$ cat config.mk
export PLATFORM = sky130hd
export DESIGN_NAME = modular_exponentiation_unit
export DESIGN_NICKNAME = d
export VERILOG_FILES = /design/src/design/mexp_pkg.sv /design/src/design/modular_exponentiation_unit.sv /design/src/design/mexp_mulmod.sv
export SDC_FILE = /design/constraint.sdc
export NUM_CORES = 1
export LEC_CHECK = 0
export ABC_CLOCK_PERIOD_IN_PS = 16100
export BUFFER_PORTS_ARGS = -buffer_cell sky130_fd_sc_hd__buf_2
export CORE_ASPECT_RATIO = 0.5
export CORE_MARGIN = 2
export CORE_UTILIZATION = 30
export DETAILED_ROUTE_END_ITERATION = 7
export SETUP_SLACK_MARGIN = 0.15
export SYNTH_ARGS = -nofsm -noshare
export SYNTH_HDL_FRONTEND = slang
export SYNTH_SLANG_ARGS = --single-unit
$ cat constraint.sdc
create_clock -name clock -period 16.1 [get_ports clock]
set_clock_uncertainty 0.15 [all_clocks]
set_input_delay 0 -clock clock [delete_from_list [all_inputs] [get_ports clock]]
set_output_delay 0 -clock clock [all_outputs]
set_load 0.01 [all_outputs]
$ cat src/design/mexp_pkg.sv
`timescale 1ns / 1ps
// Package for the modular exponentiation unit: widths, register indexes,
// controller state encoding and the multiplier command/status structs.
// No dependencies.
package mexp_pkg;

   localparam int DATA_WIDTH      = 32;
   localparam int CSR_INDEX_WIDTH = 2;

   localparam logic [CSR_INDEX_WIDTH-1:0] CSR_EXPONENT = 2'd0;
   localparam logic [CSR_INDEX_WIDTH-1:0] CSR_MODULUS  = 2'd1;

   typedef enum logic [4:0] {
      S_IDLE   = 5'b00001,
      S_REDUCE = 5'b00010,
      S_SQUARE = 5'b00100,
      S_MULT   = 5'b01000,
      S_DONE   = 5'b10000
   } state_type;

   typedef struct packed {
      logic start;
   } mul_cmd_type;

   typedef struct packed {
      logic busy;
      logic done;
   } mul_stat_type;

endpackage

$ cat src/design/modular_exponentiation_unit.sv
`timescale 1ns / 1ps
// Modular exponentiation unit: power_mod = base_value ^ exponent mod modulus.
// Depends on mexp_pkg and mexp_mulmod.
//
// Usage:
//   csr_*  : write port; index 0 = exponent, index 1 = modulus. Write only
//            while the block is idle. Other indexes are ignored.
//   req_*  : one base_value per transfer; taken only while no item is in work.
//   rsp_*  : one power_mod per request, held in an output register.
// Each item first reduces the base mod N, then walks all WIDTH exponent bits
// MSB first: a modular square per bit plus a modular multiply per set bit.
// Every modular product runs on one bit-serial multiplier; a modulus of 0
// skips it and answers 0. One item at a time: no new request is taken
// until the result of the last one has left the work states.
// A new request is taken while a finished result still waits in the output
// register; when the receiver stalls, a second result waits inside until the
// output register drains. Reset clears all control state, sets exponent to 0
// and modulus to 1, and drops any pending result.
module modular_exponentiation_unit #(
   parameter int WIDTH = 32
) (
   input  logic                                    clock,
   input  logic                                    reset,
   input  logic                                    csr_we,
   input  logic [mexp_pkg::CSR_INDEX_WIDTH-1:0]    csr_index,
   input  logic [mexp_pkg::DATA_WIDTH-1:0]         csr_wdata,
   input  logic                                    req_tvalid,
   output logic                                    req_tready,
   input  logic [mexp_pkg::DATA_WIDTH-1:0]         req_tdata,  // [31:0] base_value
   output logic                                    rsp_tvalid,
   input  logic                                    rsp_tready,
   output logic [mexp_pkg::DATA_WIDTH-1:0]         rsp_tdata   // [31:0] power_mod
);
   import mexp_pkg::*;

   localparam int CW = $clog2(WIDTH + 1);

   state_type state_ff, state_in;

   logic [DATA_WIDTH-1:0] exponent_ff, modulus_ff;
   logic [WIDTH-1:0]      exp_ff, exp_in;
   logic [WIDTH-1:0]      base_ff, base_in;
   logic [WIDTH-1:0]      acc_ff, acc_in;
   logic [CW-1:0]         left_ff, left_in;
   logic                  rsp_valid_ff, rsp_valid_in;
   logic [DATA_WIDTH-1:0] rsp_data_ff;
   logic                  rsp_load;

   logic [WIDTH+DATA_WIDTH-1:0] mod_ext, exp_ext, base_ext, acc_ext;
   logic [WIDTH-1:0]            m_w, e_w, base_w, acc_init;
   logic                        last_bit;

   mul_cmd_type      mul_cmd;
   mul_stat_type     mul_stat;
   logic [WIDTH-1:0] mul_a, mul_b, mul_prod;

   mexp_mulmod #(
      .WIDTH(WIDTH)
   ) u_mulmod (
      .clock   (clock),
      .reset   (reset),
      .cmd     (mul_cmd),
      .op_a    (mul_a),
      .op_b    (mul_b),
      .modulus (m_w),
      .stat    (mul_stat),
      .product (mul_prod)
   );

   // fit 32-bit fields to the datapath width
   assign mod_ext  = {{WIDTH{1'b0}}, modulus_ff};
   assign exp_ext  = {{WIDTH{1'b0}}, exponent_ff};
   assign base_ext = {{WIDTH{1'b0}}, req_tdata};
   assign acc_ext  = {{DATA_WIDTH{1'b0}}, acc_ff};
   assign m_w      = mod_ext[WIDTH-1:0];
   assign e_w      = exp_ext[WIDTH-1:0];
   assign base_w   = base_ext[WIDTH-1:0];
   assign acc_init = (m_w == WIDTH'(1)) ? '0 : WIDTH'(1);
   assign last_bit = (left_ff == CW'(1));

   always_ff @(posedge clock) begin
      if (reset) begin
         exponent_ff <= '0;
         modulus_ff  <= DATA_WIDTH'(1);
      end else if (csr_we) begin
         case (csr_index)
            CSR_EXPONENT: exponent_ff <= csr_wdata;
            CSR_MODULUS:  modulus_ff  <= csr_wdata;
            default: ;
         endcase
      end
   end

   always_comb begin
      state_in      = state_ff;
      exp_in        = exp_ff;
      base_in       = base_ff;
      acc_in        = acc_ff;
      left_in       = left_ff;
      mul_cmd.start = 1'b0;
      mul_a         = mul_prod;
      mul_b         = mul_prod;
      rsp_load      = 1'b0;
      case (state_ff)
         S_IDLE: begin
            if (req_tvalid) begin
               exp_in  = e_w;
               left_in = CW'(WIDTH);
               if (m_w == '0) begin
                  acc_in   = '0;
                  state_in = S_DONE;
               end else begin
                  mul_cmd.start = 1'b1;
                  mul_a         = WIDTH'(1);
                  mul_b         = base_w;
                  state_in      = S_REDUCE;
               end
            end
         end
         S_REDUCE: begin
            if (mul_stat.done) begin
               base_in       = mul_prod;
               acc_in        = acc_init;
               mul_cmd.start = 1'b1;
               mul_a         = acc_init;
               mul_b         = acc_init;
               state_in      = S_SQUARE;
            end
         end
         S_SQUARE, S_MULT: begin
            if (mul_stat.done) begin
               acc_in = mul_prod;
               if (state_ff == S_SQUARE && exp_ff[WIDTH-1]) begin
                  mul_cmd.start = 1'b1;
                  mul_b         = base_ff;
                  state_in      = S_MULT;
               end else begin
                  exp_in  = {exp_ff[WIDTH-2:0], 1'b0};
                  left_in = left_ff - CW'(1);
                  if (last_bit) begin
                     state_in = S_DONE;
                  end else begin
                     mul_cmd.start = 1'b1;
                     state_in      = S_SQUARE;
                  end
               end
            end
         end
         S_DONE: begin
            if (!rsp_valid_ff || rsp_tready) begin
               rsp_load = 1'b1;
               state_in = S_IDLE;
            end
         end
         default: state_in = S_IDLE;
      endcase
   end

   always_comb begin
      rsp_valid_in = rsp_valid_ff;
      if (rsp_load) begin
         rsp_valid_in = 1'b1;
      end else if (rsp_tready) begin
         rsp_valid_in = 1'b0;
      end
   end

   always_ff @(posedge clock) begin
      if (reset) begin
         state_ff     <= S_IDLE;
         rsp_valid_ff <= 1'b0;
         left_ff      <= '0;
      end else begin
         state_ff     <= state_in;
         rsp_valid_ff <= rsp_valid_in;
         left_ff      <= left_in;
      end
   end

   always_ff @(posedge clock) begin
      exp_ff  <= exp_in;
      base_ff <= base_in;
      acc_ff  <= acc_in;
      if (rsp_load) begin
         rsp_data_ff <= acc_ext[DATA_WIDTH-1:0];
      end
   end

   assign req_tready = (state_ff == S_IDLE);
   assign rsp_tvalid = rsp_valid_ff;
   assign rsp_tdata  = rsp_data_ff;

`ifndef SYNTHESIS
   a_done_in_work: assert property (@(posedge clock) disable iff (reset)
      mul_stat.done |-> (state_ff == S_REDUCE || state_ff == S_SQUARE || state_ff == S_MULT))
      else $error("multiplier finished outside a work state");

   a_start_free: assert property (@(posedge clock) disable iff (reset)
      mul_cmd.start |-> !mul_stat.busy)
      else $error("multiplier started while busy");

   a_idle_quiet: assert property (@(posedge clock) disable iff (reset)
      (state_ff == S_IDLE) |-> !mul_stat.busy)
      else $error("multiplier busy while controller idle");

   a_load_free: assert property (@(posedge clock) disable iff (reset)
      rsp_load |=> rsp_tvalid)
      else $error("result load lost");
`endif

endmodule

$ cat src/design/mexp_mulmod.sv
`timescale 1ns / 1ps
// Bit-serial modular multiplier: product = op_a * op_b mod modulus,
// one multiplier bit per cycle, MSB first (interleaved double-and-add).
// Depends on mexp_pkg. Needs op_a < modulus or op_a == 1.
module mexp_mulmod #(
   parameter int WIDTH = 32
) (
   input  logic                 clock,
   input  logic                 reset,
   input  mexp_pkg::mul_cmd_type cmd,
   input  logic [WIDTH-1:0]     op_a,
   input  logic [WIDTH-1:0]     op_b,
   input  logic [WIDTH-1:0]     modulus,
   output mexp_pkg::mul_stat_type stat,
   output logic [WIDTH-1:0]     product
);
   import mexp_pkg::*;

   localparam int CW = $clog2(WIDTH + 1);

   logic [WIDTH-1:0] acc_ff, acc_in;
   logic [WIDTH-1:0] a_ff;
   logic [WIDTH-1:0] b_ff;
   logic [CW-1:0]    cnt_ff, cnt_in;
   logic             busy_ff, busy_in;
   logic             done_ff, done_in;

   logic [WIDTH+1:0] sum, mod1, mod2, diff1, diff2;

   // t = 2*acc + bit*a < 3*m, reduced by m or 2*m
   always_comb begin
      sum   = {1'b0, acc_ff, 1'b0} + {2'b00, a_ff & {WIDTH{b_ff[WIDTH-1]}}};
      mod1  = {2'b00, modulus};
      mod2  = {1'b0, modulus, 1'b0};
      diff1 = sum - mod1;
      diff2 = sum - mod2;
      if (sum >= mod2) begin
         acc_in = diff2[WIDTH-1:0];
      end else if (sum >= mod1) begin
         acc_in = diff1[WIDTH-1:0];
      end else begin
         acc_in = sum[WIDTH-1:0];
      end
   end

   always_comb begin
      busy_in = busy_ff;
      done_in = 1'b0;
      cnt_in  = cnt_ff;
      if (cmd.start) begin
         busy_in = 1'b1;
         cnt_in  = CW'(WIDTH);
      end else if (busy_ff) begin
         cnt_in = cnt_ff - CW'(1);
         if (cnt_ff == CW'(1)) begin
            busy_in = 1'b0;
            done_in = 1'b1;
         end
      end
   end

   always_ff @(posedge clock) begin
      if (reset) begin
         busy_ff <= 1'b0;
         done_ff <= 1'b0;
         cnt_ff  <= '0;
      end else begin
         busy_ff <= busy_in;
         done_ff <= done_in;
         cnt_ff  <= cnt_in;
      end
   end

   always_ff @(posedge clock) begin
      if (cmd.start) begin
         a_ff   <= op_a;
         b_ff   <= op_b;
         acc_ff <= '0;
      end else if (busy_ff) begin
         b_ff   <= {b_ff[WIDTH-2:0], 1'b0};
         acc_ff <= acc_in;
      end
   end

   assign stat.busy = busy_ff;
   assign stat.done = done_ff;
   assign product   = acc_ff;

endmodule
## Word level (Yosys, flattened, before mapping)

Index checks and enable logic that the tools add are counted.

| word-level totals | value |
|---|---|
| flip-flop bits (word level) | 308 |
| input port bits | 71 |
| output and inout bits | 34 |
| word-level logic and storage cells | 110 |

| cells by class | value |
|---|---|
| add/sub/neg operators | 5 |
| magnitude comparators | 2 |
| equality and inequality tests | 15 |
| mux-type cells | 52 |
| bitwise operators | 2 |
| reductions and logical operators | 18 |

Operators with widths:

| operator | number |
|---|---|
| 2-to-1 mux 32 bit | 18 |
| case mux 32 bit (3 select lines) | 2 |
| case mux 32 bit (2 select lines) | 2 |
| subtractor 32 bit | 2 |
| 2-to-1 mux 5 bit | 7 |
| adder 33 x 32 -> 34 bit | 1 |
| >= comparator 34 x 32 -> 1 bit | 1 |
| >= comparator 34 x 33 -> 1 bit | 1 |
| AND 32 bit | 1 |
| == test 32 x 1 -> 1 bit, second input constant | 1 |
| zero test 32 bit | 1 |
| 2-to-1 mux 6 bit | 5 |
| case mux 5 bit (4 select lines) | 1 |
| 2-to-1 mux 1 bit | 15 |
| == test 6 x 1 -> 1 bit, second input constant | 2 |
| case mux 6 bit (2 select lines) | 1 |
| subtractor 6 x 1 -> 6 bit, second input constant | 2 |
| AND reduction 4 bit | 2 |
| != test 2 x 1 -> 1 bit, second input constant | 3 |
| != test 2 bit, second input constant | 3 |
| AND reduction 2 bit | 3 |
| nonzero test 2 bit | 3 |
| == test 5 x 1 -> 1 bit, second input constant | 1 |
| == test 5 x 2 -> 1 bit, second input constant | 1 |
| other kinds (14) | 15 |

## Depth between registers and ports, before layout

Gate-level depths: netlist (run 1).

| logic depth | value |
|---|---|
| depth after elaboration | 6 |
| depth in mapped cells | 25 |
| gate-level depth less buffers | 23 |

## By module

Synthesis (run 1) repeated with hierarchy kept, for this count alone.

| unflattened totals | value |
|---|---|
| cell total of the unflattened synthesis | 1876 |
| area total of the unflattened synthesis | 17728.3 µm² |

Modules (own cells, without submodules):

| module | times used | cells each | area each (µm²) | sequential area each (µm²) |
|---|---|---|---|---|
| mexp_mulmod | 1 | 1061 | 9316.4 | 2722.6 |
| modular_exponentiation_unit | 1 | 815 | 8411.8 | 5365.1 |

## Least setup slack after synthesis (run 1)

Ideal clock, no wire load.

| timing | value |
|---|---|
| kind | register to register |
| start point | register u_mulmod.b_ff[31] |
| end point | register u_mulmod.acc_ff[4], in the netlist u_mulmod.product[4] |
| data arrival time | 5086 ps |
| required time | 15757 ps |
| path slack | 10671 ps |
| stages on the path, launching flop included | 24 |
| buffers on the path | 4 |
| clock period less this slack | 5429 ps |
| cells stage by stage | edfxtp_1 > clkbuf_1 > and2_1 > ha_1 > a21oi_2 > o211ai_1 > or3b_2 > o21ai_0 > nor2_1 > a311o_1 > xor2_1 > ha_1 > clkbuf_1 > a211oi_1 > o21bai_1 > a211oi_1 > o31ai_1 > a31oi_1 > a21oi_1 > or3_1 > clkbuf_1 > buf_2 > a41oi_1 > a21oi_1 |

| between the ends | value |
|---|---|
| cells in the longest elaborated chain, start to end | 5 |

RTL lines:

| item | line | source |
|---|---|---|
| from (decl) | mexp_mulmod.sv:23 | `logic [WIDTH-1:0] b_ff;` |
| from (signal assigned) | mexp_mulmod.sv:77 | `b_ff <= op_b;` |
| from (signal assigned) | mexp_mulmod.sv:80 | `b_ff <= {b_ff[WIDTH-2:0], 1'b0};` |
| AND 32 bit (*) | mexp_mulmod.sv:32 | `sum = {1'b0, acc_ff, 1'b0} + {2'b00, a_ff & {WIDTH{b_ff[WIDTH-1]}}};` |
| adder 33 x 32 -> 34 bit (*) | mexp_mulmod.sv:32 |  |
| subtractor 32 bit / >= comparator 34 x 32 -> 1 bit (equally long branches) | mexp_mulmod.sv:35, mexp_mulmod.sv:39 |  |
| 2-to-1 mux 32 bit | mexp_mulmod.sv:39 | `end else if (sum >= mod1) begin` |
| 2-to-1 mux 32 bit (*) | mexp_mulmod.sv:37 | `if (sum >= mod2) begin` |
| to (signal assigned) | mexp_mulmod.sv:81 | `acc_ff <= acc_in;` |
| to (decl) | mexp_mulmod.sv:21 | `logic [WIDTH-1:0] acc_ff, acc_in;` |

Every way passes the cells marked *; elsewhere a longest branch is shown, timed or not.
A chain may end at the register's enable or synchronous reset.

## Final worst setup path (run 1)

| timing | value |
|---|---|
| start point | register u_mulmod.b_ff[31] |
| end point | register u_mulmod.acc_ff[31], in the netlist u_mulmod.product[31] |

The elaborated chain is that of the path after synthesis.

==> run metrics, run 1 <==
final hold viol count=0; R2R Path End=u_mulmod.product[31]; Crit. End Element=flip-flop; total die area=roughly 0.061 sq mm; Ports=105; crit path to=u_mulmod.product[31]; P&R area growth vs syn=17.7%; dominant delay contributor by cell family on the critical path=compound AO/OA/AOI/OAI gates; Post-Synthesis Cells=roughly 1900; CP max stage cell=edfxtp_1; clock slew at reported path FFs=~0.060 ns; Antenna Nets Post-Route=0; crit-path cells=and2_1 > ha_1 > inv_1 > fa_1 > nor2b_1 > o31ai_2 > a21oi_1 > o21ai_0 > o21ai_0 > a21boi_0 > xnor2_1 > ha_1 > a21o_1 > a311oi_1 > o2bb2ai_1 > nand2_1 > a211oi_1 > or3_4 > nor2_1 > o311ai_1 > a41o_1; Clock Path Buffers=3; Worst R2R Setup Slack=between 9 and 10 ns; cell area after synthesis=approximately 0.018 sq mm; Seq/Total Area, Yosys=45.6%; top-area cell type share of the netlist area=approximately a third; commonest non-fill, non-tap cells in the layout=248 x nand2_1, 236 x a21oi_1, 192 x edfxtp_1; GRT overflow=0; slew of the pin with the lowest slew margin=roughly 1.2 ns; dominant synthesized flop cell=edfxtp_1; First-pass DRT Iterations=7; CP max stage delay=between 0.9 and 1 ns; vias per cell=just over 5; clock sinks=308; Post-DP Area=roughly 0.019 sq mm; Rel. slew slack=around 22%; Achievable Freq=approximately 0.15 GHz; vias in the first global route=about 14000; post-synth cell types=85; Tightest Hold Check Type=input pin to flip-flop; post-route cell area=about 0.021 sq mm; EDFF count, synth=~190; Yosys top cell by area=edfxtp_1; WL/cell=about 18 um; number of port buffers=around 100; CP Depth=21; reg2reg start=u_mulmod.b_ff[31]; LEAKAGE=roughly 8 nW; maxcap violations=0; r2r worst-path depth=21; overall routing resource usage=16.4%; largest net degree at the start of global routing=about 80; Final WS setup=roughly 9.5 ns; Setup violations, final=0; Initial Utilization=~31%; synth top area cells=edfxtp_1 33%, dfxtp_1 13%, ha_1 7.0%; Starting DRT DRC Count=roughly 1200; Avg Inst Size Synth=9.40 sq um; Rows=62; Buf/Inv on CP=1; H-tree levels=2; initial antenna violation count=3; Ys Warns=0; minimum clock period=between 6 and 7 ns; crit start category=flip-flop; Skew-Pair Late Insertion Delay=0.53 ns; post-layout util=about 36%; Routability Congestion=around 0.91; unrepaired setup endpoints after global routing=false; Final Cycle Share=roughly 41%; # DRC=0; first-pass GRT wire length=around 80 mm; DIE WIDTH=348 um; nets=2197; share of cells above drive strength 1=between 10 and 15%; commonest non-fill, non-tap cell in the layout=nand2_1; Crit Path Category=flip-flop to flip-flop; Data required, critical path=about 16 ns; status=complete, no violations; CP startpoint=u_mulmod.b_ff[31]; setup TNS=0 ns; ys async rst share=0%; Power Dens Cells=roughly 220 mW/mm^2; Num CTS Buffers=34; worst slack, placed=between 9 and 10 ns; CP arrival=6.87 ns; Crit Path Max Fanout=32; Seq cells post-synth=approximately 300; CTS root buf=clkbuf_16; syn_nets=just over 2000; via count=roughly 15000; Detail Placement HPWL=37.6 mm; Peak VDD IR=between 0.1 and 0.15 mV; overall routed net length=a little over 50 mm; Die Y-Extent=176 um; core area=0.0579 sq mm; CTS tree=done; Slew Viols, Final=0
[how the worst min path moves through the flow]
| stage | startpoint | end | slack (ns) | cells after the start |
|---|---|---|---|---|
| finish | req_tdata[1] | u_mulmod.b_ff[1] | 0.04 | 3 |
| global placement | csr_wdata[6] | e_w[6] | 0.11 | 3 |
| detailed placement | csr_wdata[16] | e_w[16] | 0.11 | 3 |
| CTS | req_tdata[1] | u_mulmod.b_ff[1] | 0.007 | 3 |
| floorplan | csr_wdata[0] | m_w[0] | -0.03 | 2 |
| global route | req_tdata[1] | u_mulmod.b_ff[1] | 0.05 | 3 |
[metal layers]
layer	global-route usage, %	routed length [um]	vias to the layer above
li1	-	-	7140
met1	23.5	24600	6987
met2	25.4	22300	411
met4	4.51	1280	0
met5	0	0	-
met3	2.67	3000	69
[cells by family after synthesis]
logic type / after synthesis / share of synthesized area [%]
buffers and inverters: 160 / 3.61
DFF: 308 / 45.6
adders and majority gates: 102 / 7.33
AOI/OAI and AO/OA: 558 / 19.4
xor gates and xnor gates: 91 / 4.60
muxes: 39 / 2.44
and+or+nand+nor: 627 / 17.0
[area by class of cell]
| type | instances | area (sq um) |
|---|---|---|
| Sequential cell | 308 | 8090 |
| Timing Repair Buffer | 196 | 1400 |
| Antenna cell | 2 | 5.00 |
| Clock inverter | 7 | 116 |
| Fill cell | 5823 | 37000 |
| Multi-Input combinational cell | 1417 | 9040 |
| Clock buffer | 53 | 1000 |
| Tap cell | 768 | 961 |
| Inverter | 67 | 254 |
[what timing repair did]
action / CTS / global route
hold buffers: 74 / 0
endpoints found under the hold margin: 101 / 0
resized for setup: 0 / 0
buffers inserted: 0 / 0
endpoints found under the setup margin: 0 / 0
[power breakdown]
part,switching (mW),total [mW],leakage (nW),internal (mW)
Sequential,0.108,1.11,2.77,0.998
Combinational,1.65,2.63,4.69,0.983
Clock,0.319,0.796,0.545,0.477
[sequential cells by signal, indices dropped and copies added, names as in the netlist, 6 cells and up]
name              count
u_mulmod.product     32
u_mulmod.a_ff        32
base_ff              32
acc_ff               32
e_w                  32
m_w                  32
left_ff               6
exp_ff               32
u_mulmod.b_ff        32
u_mulmod.cnt_ff       6
rsp_tdata            32
[stage by stage]
| step | power [mW] | std cells | hold slack [ns] |
|---|---|---|---|
| 6_report | 4.53 | 2818 | 0.0401 |
| 5_1_grt | 4.84 | 2817 | 0.0520 |
| 4_1_cts | 4.48 | 2816 | 0.00696 |
| 3_5_place_dp | 3.65 | 2682 | 0.114 |
| 3_3_place_gp | 3.65 | 2682 | 0.108 |
| 2_1_floorplan | 2.98 | 1885 | -0.0257 |
[worst min-delay path, stage by stage]
cell	delay, ns
buf_2	0.09
a222oi_1	0.09
a21oi_1	0.34
[cells in the mapped netlist (12+ instances only)]
master    instances
clkbuf_1         77
inv_1            65
nor2b_1          16
xor2_1           38
nand3_1          31
o21bai_1         13
a21oi_1         237
mux2_2           33
o211ai_1         20
a211oi_1         23
nor3_1           23
and3_1           45
and2_1           68
nor4_1           16
ha_1             99
a31oi_1          18
nand4_1          12
xnor2_1          52
edfxtp_1        192
o21ai_0          87
o21a_1           18
nand2_1         248
nor2_1          121
a21o_1           49
dfxtp_1         116
Note: power is estimated with default switching activity, not from simulation.
==> inputs of run 2 (changes only) <==
--- a/config.mk
+++ b/config.mk
@@ -5,7 +5,8 @@
 export SDC_FILE = /design/constraint.sdc
 export NUM_CORES = 1
 export LEC_CHECK = 0
-export ABC_CLOCK_PERIOD_IN_PS = 16100
+export ABC_AREA = 1
+export ABC_CLOCK_PERIOD_IN_PS = 6400
 export BUFFER_PORTS_ARGS = -buffer_cell sky130_fd_sc_hd__buf_2
 export CORE_ASPECT_RATIO = 0.5
 export CORE_MARGIN = 2
==> constraint.sdc (replaced) <==
create_clock -name clock -period 6.4 [get_ports clock]
set_clock_uncertainty 0.15 [all_clocks]
set_input_delay 0 -clock clock [delete_from_list [all_inputs] [get_ports clock]]
set_output_delay 0 -clock clock [all_outputs]
set_load 0.01 [all_outputs]
==> run 2 against run 1 <==
Compared with the run above:
- synthesized cell count is 34% higher
- area after synthesis is 7.1% higher
- core utilization is 0.36 points lower
- clock-buffer cell count is 12 lower
==> run metrics, run 2 <==
Skew-Pair Late Insertion Delay=around 0.62 ns; Data required, critical path=around 6.8 ns; Crit. End Element=flip-flop; cell area after synthesis=approximately 0.019 sq mm; initial antenna violation count=0; n_diodes=0; first-pass GRT wire length=between 90 and 100 mm; syn_nets=between 2000 and 3000; Final Cycle Share=between 80% and 90%; Die Y-Extent=between 150 and 200 um; vias in the first global route=17000; CP startpoint=u_mulmod.b_ff[31]; Seq cells post-synth=a little over 300; Starting DRT DRC Count=between 1000 and 1500; Detail Placement HPWL=~50 mm; number of fill cells=around 6700; post-layout util=between 30% and 40%; Setup violations, final=0; Antenna Nets Post-Route=0; dominant delay contributor by cell family on the critical path=simple AND/OR/NAND/NOR gates; CP max stage cell=xnor2_1; Crit Path Max Fanout=30; Crit Path Category=flip-flop to flip-flop; slew of the pin with the lowest slew margin=1.08 ns; First-pass DRT Iterations=5; post-route cell area=~0.022 sq mm; commonest non-fill, non-tap cell in the layout=nand2_1; largest net degree at the start of global routing=between 70 and 80; WL/cell=roughly 18 um; area occupied by multi-input gates=~0.0094 sq mm; share of cells above drive strength 1=under 10%; worst slack, placed=between 1 and 1.5 ns; most common cell in the synthesized netlist=nand2_1; Worst R2R Setup Slack=1.01 ns; number of port buffers=roughly 100; crit path to=u_mulmod.product[12]; Seq/Total Area, Yosys=a little over two fifths; commonest non-fill, non-tap cells in the layout=584 x nand2_1, 330 x nor2_1, 315 x inv_1; CP dominant cell by count=nand2_1; R2R Path End=u_mulmod.product[12]; status=complete, no violations; clock slew at reported path FFs=0.07 ns; Final WS setup=between 1 and 1.5 ns; EDFF count, synth=192; register area=roughly 0.0081 sq mm; core area=approximately 0.063 sq mm; synth top area cells=edfxtp_1 30%, dfxtp_1 12%, nand2_1 12%; Initial Utilization=30.2%; r2r worst-path depth=27; CP Depth=27; P&R area growth vs syn=18.0%; dominant synthesized flop cell=edfxtp_1; CTS tree=done; minimum clock period=5.39 ns; setup TNS=0 ns; top-area cell type share of the netlist area=slightly above 30%; H-tree levels=1; Achievable Freq=approximately 0.19 GHz; overall routing resource usage=about a fifth; unrepaired setup endpoints after global routing=false; vias per cell=4.89; GRT overflow=0; Buf/Inv on CP=5; Clock Path Buffers=3; # DRC=0; total die area=0.0654 sq mm; Resize count post-CTS=0; Ports=about 110; CP arrival=about 5.7 ns; Post-Synthesis Cells=between 2000 and 3000; DIE WIDTH=360 um; reg2reg start=u_mulmod.b_ff[31]; Tightest Hold Check Type=input pin to flip-flop; CTS root buf=clkbuf_16; overall routed net length=~65 mm; Rel. slew slack=~28%; Num CTS Buffers=31; clock sinks=around 310; via count=about 17000; CP max stage delay=0.43 ns; Yosys top cell by area=edfxtp_1; Ys Warns=0; crit start category=flip-flop; Avg Inst Size Synth=around 7.5 sq um; maxcap violations=0; Rows=between 60 and 70; Commonest cells post-synth=585 x nand2_1, 334 x nor2_1, 315 x inv_1, 244 x a21oi_1, 192 x edfxtp_1; Routability Congestion=a little under 1; post-synth cell types=52; Post-DP Area=~0.02 sq mm; nets=2885; Slew Viols, Final=0; final hold viol count=0; ys async rst share=0%
## run 2: cell count changes after synthesis, moves of 27 or more
cell | before | now
a21o_1 | 49 | 6
and2_1 | 68 | 1
and3_1 | 45 | 1
clkbuf_1 | 77 | 50
inv_1 | 65 | 315
mux2_2 | 33 | 0
nand2_1 | 248 | 585
nand3_1 | 31 | 109
nor2_1 | 121 | 334
o21ai_0 | 87 | 191
xnor2_1 | 52 | 19
## run 2: cell type report
class	count	area share, %
Sequential cell	308	36.1
Clock buffer	41	3.76
Timing Repair Buffer	231	7.75
Tap cell	837	4.67
Inverter	325	5.44
Clock inverter	16	0.525
Multi-Input combinational cell	1815	41.8
## run 2: what timing repair did
item                      4_1_cts  5_1_grt
hold buffers                  105        0
buffers inserted                0        0
hold endpoints to repair      108        0
## run 2: cell families after synthesis
family | after synthesis | synth area share (%)
and+or+nand+nor | 1120 | 24.2
AOI/OAI and AO/OA | 521 | 14.7
muxes | 1 | 0.0527
adders and majority gates | 102 | 6.84
xor gates and xnor gates | 71 | 3.27
DFF | 308 | 42.6
buffers and inverters | 403 | 8.31
## run 2: worst min path at each step
stage / end / from / depth (start not counted)
2_1_floorplan: left_ff[5] / reset / 1
3_3_place_gp: e_w[13] / csr_wdata[13] / 3
3_5_place_dp: e_w[13] / csr_wdata[13] / 3
4_1_cts: state_ff[1] / reset / 3
5_1_grt: state_ff[4] / reset / 3
6_report: state_ff[3] / reset / 3
## run 2: layer usage
metal  track usage (%)  part of all wire (%)
met5                 0                     0
met4              6.00                   3.1
met3              3.29                   6.6
met2              30.5                    43
met1              27.6                    47
## run 2: worst min-delay path: stages
cell and delay (ns):
dlygate4sd3_1 0.52, buf_2 0.20, a21oi_1 0.06
## run 2: per-stage QoR
stage | hold WS [ns] | instances
floorplan | -0.0809 | 2526
global placement | 0.0929 | 3411
detailed placement | 0.101 | 3411
CTS | 0.0199 | 3573
global route | 0.0754 | 3573
finish | 0.0702 | 3573
Power of run 2 is not shown: default switching activity piles up to over one toggle a cycle in this logic, so the estimate is an artifact.
==> inputs of run 3 (changes only) <==
--- a/config.mk
+++ b/config.mk
@@ -6,7 +6,7 @@
 export NUM_CORES = 1
 export LEC_CHECK = 0
 export ABC_AREA = 1
-export ABC_CLOCK_PERIOD_IN_PS = 6400
+export ABC_CLOCK_PERIOD_IN_PS = 5200
 export BUFFER_PORTS_ARGS = -buffer_cell sky130_fd_sc_hd__buf_2
 export CORE_ASPECT_RATIO = 0.5
 export CORE_MARGIN = 2
==> constraint.sdc (replaced) <==
create_clock -name clock -period 5.2 [get_ports clock]
set_clock_uncertainty 0.15 [all_clocks]
set_input_delay 0 -clock clock [delete_from_list [all_inputs] [get_ports clock]]
set_output_delay 0 -clock clock [all_outputs]
set_load 0.01 [all_outputs]
==> run 3 against run 2 <==
Compared with the run above:
- die area is the same
- global-route usage shrank 0.60 points
- worst setup slack lost 0.61 ns
- sequential cell count is the same
- final area grew 3.1%
- via count grew 2.1%
- worst hold slack lost 0.018 ns
- maximum frequency grew 12%
- final cell count grew 1.0%
- sequential share of layout area shrank 1.1 points
- critical path depth shrank 1
==> run metrics, run 3 (synthesis results as in run 2) <==
status=complete, no violations; Ports=roughly 110; Rows=65; post-route cell area=approximately 0.023 sq mm; Final Cycle Share=a little over 90%; maxcap violations=0; Hold Startpoint=reset; n_diodes=0; Rel. slew slack=roughly a quarter; First-pass DRT Iterations=6; Clock Path Buffers=3; CP max stage cell=edfxtp_1; P&R area growth vs syn=21.7%; R2R Path End=u_mulmod.product[21]; core area=about 0.063 sq mm; reg2reg start=u_mulmod.b_ff[31]; slew of the pin with the lowest slew margin=between 1 and 1.5 ns; Initial Utilization=30.2%; Post-DP Area=between 0.02 and 0.025 sq mm; initial antenna violation count=0; Worst R2R Setup Slack=between 0.3 and 0.4 ns; CTS tree=done; hold path endpoint=rsp_tvalid; H-tree levels=1; commonest non-fill, non-tap cells in the layout=577 x nand2_1, 324 x nor2_1, 314 x inv_1; Antenna Nets Post-Route=0; overall routing resource usage=between 10% and 20%; CP arrival=between 5 and 6 ns; overall routed net length=64.4 mm; CP dominant cell by count=nand2_1; r2r worst-path depth=26; vias per cell=about 5; minimum clock period=4.81 ns; DIE WIDTH=around 360 um; Tightest Hold Check Type=input pin to flip-flop; final hold viol count=0; Starting DRT DRC Count=1552; unrepaired setup endpoints after global routing=false; dominant delay contributor by cell family on the critical path=simple AND/OR/NAND/NOR gates; first-pass GRT wire length=roughly 97 mm; Num CTS Buffers=31; # DRC=0; crit start category=flip-flop; number of port buffers=around 100; CP max stage delay=between 0.4 and 0.5 ns; clock slew at reported path FFs=~0.07 ns; largest net degree at the start of global routing=70; Hold Path Depth=3; total die area=approximately 0.065 sq mm; Routability Congestion=0.965; clock sinks=between 300 and 400; Die Y-Extent=182 um; Data required, critical path=~5.6 ns; Crit. End Element=flip-flop; Crit Path Max Fanout=29; Achievable Freq=between 0.2 and 0.25 GHz; via count=approximately 18000; WL/cell=17.8 um; Skew-Pair Late Insertion Delay=around 0.62 ns; Detail Placement HPWL=slightly below 50 mm; Setup violations, final=0; Crit Path Category=flip-flop to flip-flop; Slew Viols, Final=0; commonest non-fill, non-tap cell in the layout=nand2_1; Buf/Inv on CP=5; GRT overflow=0; setup TNS=0 ns; CTS root buf=clkbuf_16; post-layout util=36.8%; share of cells above drive strength 1=11.0%; nets=2921; vias in the first global route=between 15000 and 20000
[run 3: routing by layer]
layer / up-vias / global-route usage [%] / wire length (um)
met5: - / 0 / 0
met4: 0 / 5.23 / 1780
met3: 85 / 2.16 / 3770
met2: 574 / 29.2 / 28100
met1: 8399 / 27.9 / 30800
li1: 8789 / - / -
[run 3: area by class of cell]
type | instances | area, sq um
fill | 6577 | 39700
multi-input combinational | 1815 | 9600
sequential | 308 | 8090
timing repair buffer | 267 | 2090
inverter | 325 | 1220
tap | 837 | 1050
clock buffer | 35 | 811
clock inverter | 23 | 244
[run 3: worst reg2reg max path, cell delays in order (launching register included)]
cell	delay, ns
edfxtp_1	0.46
buf_8	0.21
nand2_1	0.09
inv_1	0.05
ha_1	0.34
a21oi_1	0.25
nor2_1	0.06
nor2_1	0.16
inv_1	0.10
nor2_1	0.18
o21ai_4	0.12
nand2_1	0.07
nand2_1	0.08
xnor2_2	0.27
inv_1	0.13
ha_1	0.38
nand2_1	0.13
nor2_1	0.15
inv_1	0.07
nor2_1	0.31
a21oi_1	0.13
nand2_1	0.14
xor2_1	0.31
nand2_1	0.09
o21ai_1	0.10
nand2_1	0.07
a21oi_1	0.11
[run 3: how the worst max path moves through the flow]
stage | end | slack [ns] | startpoint | cells after the start
floorplan | acc_ff[0] | 0.22 | state_ff[2] | 7
global placement | u_mulmod.product[3] | 0.07 | u_mulmod.b_ff[31] | 26
detailed placement | u_mulmod.product[12] | 0.14 | u_mulmod.b_ff[31] | 27
CTS | u_mulmod.product[16] | 0.19 | u_mulmod.b_ff[31] | 21
global route | u_mulmod.product[21] | 0.08 | u_mulmod.b_ff[31] | 26
finish | u_mulmod.product[21] | 0.39 | u_mulmod.b_ff[31] | 26
[run 3: through the flow]
step                      instances  worst slack (ns)  hold WS, ns
final                          3610             0.394       0.0522
after floorplan                2526             0.223      -0.0809
after global placement         3438            0.0699       0.0950
after global routing           3610            0.0819       0.0671
after detailed placement       3438             0.140       0.0964
after CTS                      3607             0.192       0.0330
[run 3: timing repair]
| action | in CTS | in global routing |
|---|---|---|
| buffers inserted | 0 | 2 |
| resized for setup | 2 | 58 |
| pin swaps | 0 | 4 |
| cloned | 0 | 1 |
| hold buffers | 111 | 0 |
| setup endpoints to repair | 30 | 32 |
| endpoints found under the hold margin | 114 | 0 |
Power of run 3 is left out for the same reason.
